===== src/pbfs_spram.sv =====
module pbfs_spram #(
	parameter int W = 32,
	parameter int D = 16
) (
	input  logic                         clk,
	input  logic                         we,
	input  logic [(D > 1 ? $clog2(D) : 1)-1:0] addr,
	input  logic [W-1:0]                 wdata,
	output logic [W-1:0]                 rdata
);

	logic [W-1:0] mem [D];
	logic [W-1:0] rdata_q;

	// One access a cycle; the read data is registered.
	always_ff @(posedge clk) begin
		if (we) begin
			mem[addr] <= wdata;
		end
		rdata_q <= mem[addr];
	end

	assign rdata = rdata_q;

endmodule


===== config.mk =====
export PLATFORM = sky130hd
export DESIGN_NAME = pbfs_spram
export DESIGN_NICKNAME = d
export VERILOG_FILES = /design/src/pbfs_spram.sv
export SDC_FILE = /design/constraint.sdc
export NUM_CORES = 1
export LEC_CHECK = 0
export BUFFER_PORTS_ARGS = -buffer_cell sky130_fd_sc_hd__buf_4
export CORE_ASPECT_RATIO = 1.75
export CORE_MARGIN = 4
export CORE_UTILIZATION = 59
export CTS_BUF_LIST = sky130_fd_sc_hd__clkbuf_4 sky130_fd_sc_hd__clkbuf_8 sky130_fd_sc_hd__clkbuf_16
export DETAILED_ROUTE_END_ITERATION = 10
export HOLD_SLACK_MARGIN = 0.05
export PLACE_DENSITY_LB_ADDON = 0.15
export SLEW_MARGIN = 20
export SYNTH_ARGS = -nofsm -noshare
export SYNTH_HDL_FRONTEND = slang
export SYNTH_SLANG_ARGS = --single-unit

===== constraint.sdc =====
create_clock -name clk -period 9.3 [get_ports clk]
set_clock_uncertainty 0.05 [all_clocks]
set_input_delay 0 -clock clk [delete_from_list [all_inputs] [get_ports clk]]
set_output_delay 0 -clock clk [all_outputs]
set_load 0.005 [all_outputs]

==> flow_summary_export.csv, run 1 <==
group,metric,value,unit
critical_path,crit_path_max_fanout,65,
global_routing,grt_usage,23.0,%
final_layout,multi_input_area,3750,sq um
min_path,holdPathStages,3,
route,viasPerCell,6.11,
route,antenna_left,0,
timing,slew_headroom,26.6,%
final_layout,seqCellArea,16000,sq um
timing,fin_crit_sh,36.0,%
timing,period_minus_slack,3.34,ns
min_path,holdPathEnd,"mem[3][4]",
logic_synthesis,ys_ff_latch,544,
final_layout,final_nets,1016,
route,totalWireLength,40.8,mm
critical_path,startpoint,"addr[1]",
die,fp.dieH,251,um
timing,fmax,0.299,GHz
global_routing,first_global_vias,9899,
clocking,cts_root_buf,"clkbuf_16",
logic_synthesis,ys_seq_area_share,80.6,%
critical_path,critPathKind,"primary input to flop",
timing,fin_tns_setup,0,ns
final_layout,antenna_cells,0,
die,core,33100,sq um
critical_path,crit_path_start_kind,"primary input",
final_layout,fillers,1942,
global_routing,grt_overflow,0,
clocking,clk_pin_slew_worst_paths,0.07,ns
clocking,cts_resized,0,
die,dieArea,36800,sq um
timing,worst_slew_pin_slew,1.10,ns
critical_path,timing.rr.end,"rdata[29]",
logic_synthesis,yosysWarningCount,0,
final_layout,most-common-layout-cells,"edfxtp_1 (512), mux4_2 (128), buf_4 (86)",
timing,setup_slack,5.96,ns
critical_path,critical_path_required,9.69,ns
placement,gp_congestion,0.743,
critical_path,r2r-start,"mem[10][29]",
logic_synthesis,avgSynthCellArea,23.6,sq um
placement,placed_area,21200,sq um
clocking,cts_tree,"built",
pwr,p_per_area,216,nW/um^2
pwr,ir_worst_vdd,0.000174,V
critical_path,worstRegToRegCells,4,
logic_synthesis,netlist_instances,840,
die,initial_utilization,59.9,%
timing,slew_viol_final,0,
final_layout,design_area,23200,sq um
route,drtIter0Drc,742,
placement,place_ws,6.41,ns
timing,rsz0062_at_grt,"false",
logic_synthesis,syn-num-nets,878,
die,die_width,147,um
route,drc,0,
logic_synthesis,synth_cell_types,17,
timing,whs,0.215,ns
timing,setup_viol,0,
placement,port_buffers,69,
final_layout,areaGrowthSynthToFinish,16.7,%
global_routing,antenna_found_initial,0,
pwr,power,0.00500,W
clocking,clock_latency,0.56,ns
clocking,clockBufferDepth,3,
die,row_count,88,
pwr,power.leakage,7.51,nW
clocking,htreeDepth,2,
timing,hold_viol_final,0,
critical_path,worstPathArrival,3.74,ns
global_routing,grt_max_degree,66,
die,boundaryPins,70,
logic_synthesis,synthesis.area,19900,sq um
run,cap_violations,0,
route,drt_pass1_iterations,6,
placement,dp_hpwl,23.1,mm
route,num_vias,8952,
outcome,status,"complete, no violations",
final_layout,drive_gt1_share,32.0,%
min_path,min_from,"we",
min_path,holdCritPathClass,"primary input to flop",
clocking,cts.sinks,544,
clocking,cts_buffers,46,
critical_path,end_kind,"flop",
final_layout,layout_commonest_cell,"edfxtp_1",
route,wl_per_cell,27.8,um
critical_path,ff2ff_setup_slack,7.36,ns
global_routing,grt_pass1_wl,62.4,mm
==> layout make-up <==
cell class	count	share of cell area, %
sequential	544	69.1
multi-input combinational	251	16.2
clock buffer	61	5.73
timing repair buffer	135	5.51
tap	450	2.43
clock inverter	25	1.07
==> routing by layer <==
layer	routed length, um	track usage (%)	vias up
met4	1030	6.43	0
li1	-	-	3844
met3	1860	3.11	68
met2	23600	43.0	274
met5	0	0	-
met1	14300	27.9	4766
==> timing repair <==
| item | 4_1_cts | 5_1_grt |
|---|---|---|
| endpoints found under the hold margin | 526 | 0 |
| hold buffers | 38 | 0 |
| setup buffers | 0 | 0 |
==> per-stage QoR <==
step | utilization (%) | std cells
floorplan | - | 840
global placement | 63.3 | 1332
detailed placement | 64.0 | 1341
CTS | 69.9 | 1465
global route | 69.9 | 1466
finish | 69.9 | 1466
==> cells in the mapped netlist (all sizes together) <==
cell type  count  area share (%)
buf           18            0.66
nand3          1           0.025
nor3           4            0.10
and2           1           0.032
nand2b         2           0.063
dfxtp         32             3.2
clkbuf        27            0.51
or3b           1           0.044
nand3b         2           0.076
a22oi         64             2.4
edfxtp       512              77
nand2         33            0.62
nor2          13            0.25
nor2b          2           0.063
mux4         128              15
==> sequential cells by signal, summed over array words and instances, names as in the netlist <==
name / flops
mem: 512
rdata: 32
==> cell families after synthesis <==
| logic type | share of synthesized area [%] |
|---|---|
| AND/OR/NAND/NOR | 1.27 |
| buffers and inverters | 1.17 |
| AO/OA/AOI/OAI | 2.42 |
| multiplexers | 14.5 |
| flip-flops | 80.6 |
==> critical path, stage by stage <==
cell           delay, ns
dlygate4sd3_1       0.53
buf_4               0.23
buf_4               0.78
buf_4               0.83
mux4_2              0.42
a22oi_1             0.21
nand2_1             0.07
dlygate4sd3_1       0.56
==> report_power, final <==
part	switching (W)	leakage (nW)	total (W)	internal [W]
Combinational	0.000140	1.82	0.000266	0.000126
Clock	0.000827	0.795	0.00197	0.00115
Sequential	0.0000184	4.89	0.00276	0.00274
Total	0.000986	7.51	0.00500	0.00401
==> how the worst max path moves through the flow <==
stage                     slack [ns]         to  cells past startpoint
after floorplan                 6.01  mem[0][0]                      4
after global routing            5.81  rdata[29]                      8
after CTS                       6.00  rdata[29]                      8
after global placement          6.47   rdata[9]                      6
final                           5.96  rdata[29]                      8
after detailed placement        6.41   rdata[9]                      6
Power figures use the tool's default switching activity.
==> inputs of run 2 (changes only) <==
--- a/config.mk
+++ b/config.mk
@@ -8,7 +8,7 @@
 export BUFFER_PORTS_ARGS = -buffer_cell sky130_fd_sc_hd__buf_4
 export CORE_ASPECT_RATIO = 1.75
 export CORE_MARGIN = 4
-export CORE_UTILIZATION = 59
+export CORE_UTILIZATION = 55
 export CTS_BUF_LIST = sky130_fd_sc_hd__clkbuf_4 sky130_fd_sc_hd__clkbuf_8 sky130_fd_sc_hd__clkbuf_16
 export DETAILED_ROUTE_END_ITERATION = 10
 export HOLD_SLACK_MARGIN = 0.05
==> constraint.sdc (replaced) <==
create_clock -name clk -period 2.95 [get_ports clk]
set_clock_uncertainty 0.05 [all_clocks]
set_input_delay 0 -clock clk [delete_from_list [all_inputs] [get_ports clk]]
set_output_delay 0 -clock clk [all_outputs]
set_load 0.005 [all_outputs]
==> run 2 against run 1 <==
Cell area shrank 0.26%. Critical path type unchanged. Largest cell class unchanged. Non-clock buffer count shrank 1. Wire length grew 3.3%. First-iteration DRC count shrank 3.8%. Count of clock-buffer cells in the layout grew 9. Final cell count grew 0.89%. Clock power grew to 3.1 times the previous value. Global-route usage shrank 0.68 points.
==> flow_summary_export.csv, run 2 (synthesized netlist as in run 1, its figures left out) <==
group,metric,value,unit
route,drt_pass1_iterations,4,
placement,gp_congestion,0.748,
clocking,cts_setup_buffers,0,
final_layout,most-common-layout-cells,"edfxtp_1 (512), mux4_2 (128), buf_4 (90)",
placement,place_ws,0.834,ns
critical_path,worstRegToRegCells,4,
critical_path,worstPathArrival,2.35,ns
die,die_width,152,um
timing,fin_crit_sh,66.5,%
final_layout,layout_commonest_cell,"edfxtp_1",
clocking,cts_tree,"built",
route,viasPerCell,6.10,
clocking,htreeDepth,2,
global_routing,first_global_vias,9894,
critical_path,r2r-start,"mem[2][5]",
global_routing,grt_overflow,0,
die,fp.dieH,259,um
global_routing,grt_usage,22.3,%
critical_path,end_kind,"flop",
critical_path,crit_path_max_fanout,39,
placement,port_buffers,69,
die,dieArea,39300,sq um
clocking,clock_latency,0.56,ns
clocking,cts.sinks,544,
route,antenna_left,0,
timing,worst_slew_pin_slew,0.818,ns
timing,rsz0062_at_grt,"false",
global_routing,antenna_found_initial,0,
critical_path,ff2ff_setup_slack,1.16,ns
timing,hold_viol_final,0,
clocking,cts_root_buf,"clkbuf_16",
clocking,cts_resized,0,
route,drtIter0Drc,714,
pwr,sw_frac_of_total,19.4,%
placement,dp_hpwl,22.2,mm
final_layout,drive_gt1_share,32.1,%
critical_path,startpoint,"addr[1]",
pwr,switching_power,0.00305,W
route,wl_per_cell,28.5,um
timing,setup_slack,0.988,ns
final_layout,final_nets,1015,
pwr,ir_worst_vdd,0.000535,V
die,row_count,91,
final_layout,largest_register_ffs,512,
timing,setup_viol,0,
final_layout,areaGrowthSynthToFinish,16.4,%
pwr,power.leakage,7.49,nW
critical_path,critPathKind,"primary input to flop",
final_layout,regMostFlops,"mem",
clocking,cts_buffers,46,
global_routing,grt_pass1_wl,63.1,mm
route,drc,0,
timing,slew_headroom,45.4,%
timing,fin_tns_setup,0,ns
pwr,sequentialPowerShare,55.3,%
timing,slew_viol_final,0,
timing,period_minus_slack,1.96,ns
pwr,combPwrFrac,5.2,%
min_path,holdCritPathClass,"primary input to flop",
pwr,p_per_area,680,nW/um^2
critical_path,crit_end,"rdata[5]",
final_layout,antenna_cells,0,
die,initial_utilization,56.1,%
run,cap_violations,0,
critical_path,timing.rr.end,"rdata[5]",
timing,fmax,0.510,GHz
die,boundaryPins,70,
clocking,clk_pin_slew_worst_paths,0.06,ns
die,core,35400,sq um
pwr,p_int,0.0127,W
pwr,clkPwrFrac,39.4,%
critical_path,critical_path_required,3.34,ns
global_routing,grt_max_degree,65,
route,num_vias,9016,
route,totalWireLength,42.1,mm
critical_path,crit_path_start_kind,"primary input",
clocking,clockBufferDepth,3,
outcome,status,"complete, no violations",
timing,whs,0.148,ns
run 2: worst min-delay path by stage:
stage | startpoint | end | slack [ns] | depth (start not counted)
after global placement | wdata[25] | mem[12][25] | 0.23 | 1
after detailed placement | wdata[24] | mem[14][24] | 0.25 | 1
after CTS | we | mem[14][17] | 0.13 | 3
after floorplan | wdata[0] | mem[0][0] | 0.05 | 0
after global routing | we | mem[14][17] | 0.14 | 3
final | we | mem[14][17] | 0.15 | 3
run 2: stage by stage:
stage | cells | area [sq um] | total power (W) | utilization, %
6_report | 1479 | 23100 | 0.0157 | 65.3
5_1_grt | 1479 | 23100 | 0.0162 | 65.3
4_1_cts | 1479 | 23100 | 0.0159 | 65.3
3_5_place_dp | 1359 | 21200 | 0.00966 | 59.9
3_3_place_gp | 1359 | 21200 | 0.00963 | 59.9
2_1_floorplan | 840 | 19900 | 0.00927 | -
run 2: routing by layer:
layer	wire (um)	track usage, %	up-vias
met2	23500	40.5	266
met1	15600	27.7	4839
met5	0	0	-
li1	-	-	3843
met4	1210	6.80	0
met3	1820	2.95	68
run 2: power groups by stage:
stage | registers [W] | clock network, W | logic [W]
finish | 0.00870 | 0.00620 | 0.000824
global route | 0.00871 | 0.00665 | 0.000889
CTS | 0.00870 | 0.00632 | 0.000840
detailed placement | 0.00886 | 0 | 0.000798
global placement | 0.00885 | 0 | 0.000773
floorplan | 0.00885 | 0 | 0.000417
run 2: layout make-up:
cell class | instances | area (sq um)
sequential | 544 | 16000
timing repair buffer | 134 | 1200
clock inverter | 15 | 168
multi-input combinational | 251 | 3750
tap | 465 | 582
fill | 2297 | 12300
clock buffer | 70 | 1410
run 2: what timing repair did:
item                                    in CTS  in global routing
hold buffers                                35                  0
endpoints found under the setup margin       0                  0
endpoints found under the hold margin      522                  0
run 2: worst max-delay path, stage by stage:
cell and delay, ns:
buf_4 0.50, buf_4 0.60, mux4_2 0.40, a22oi_1 0.19, dlygate4sd3_1 0.56, nand2_1 0.05
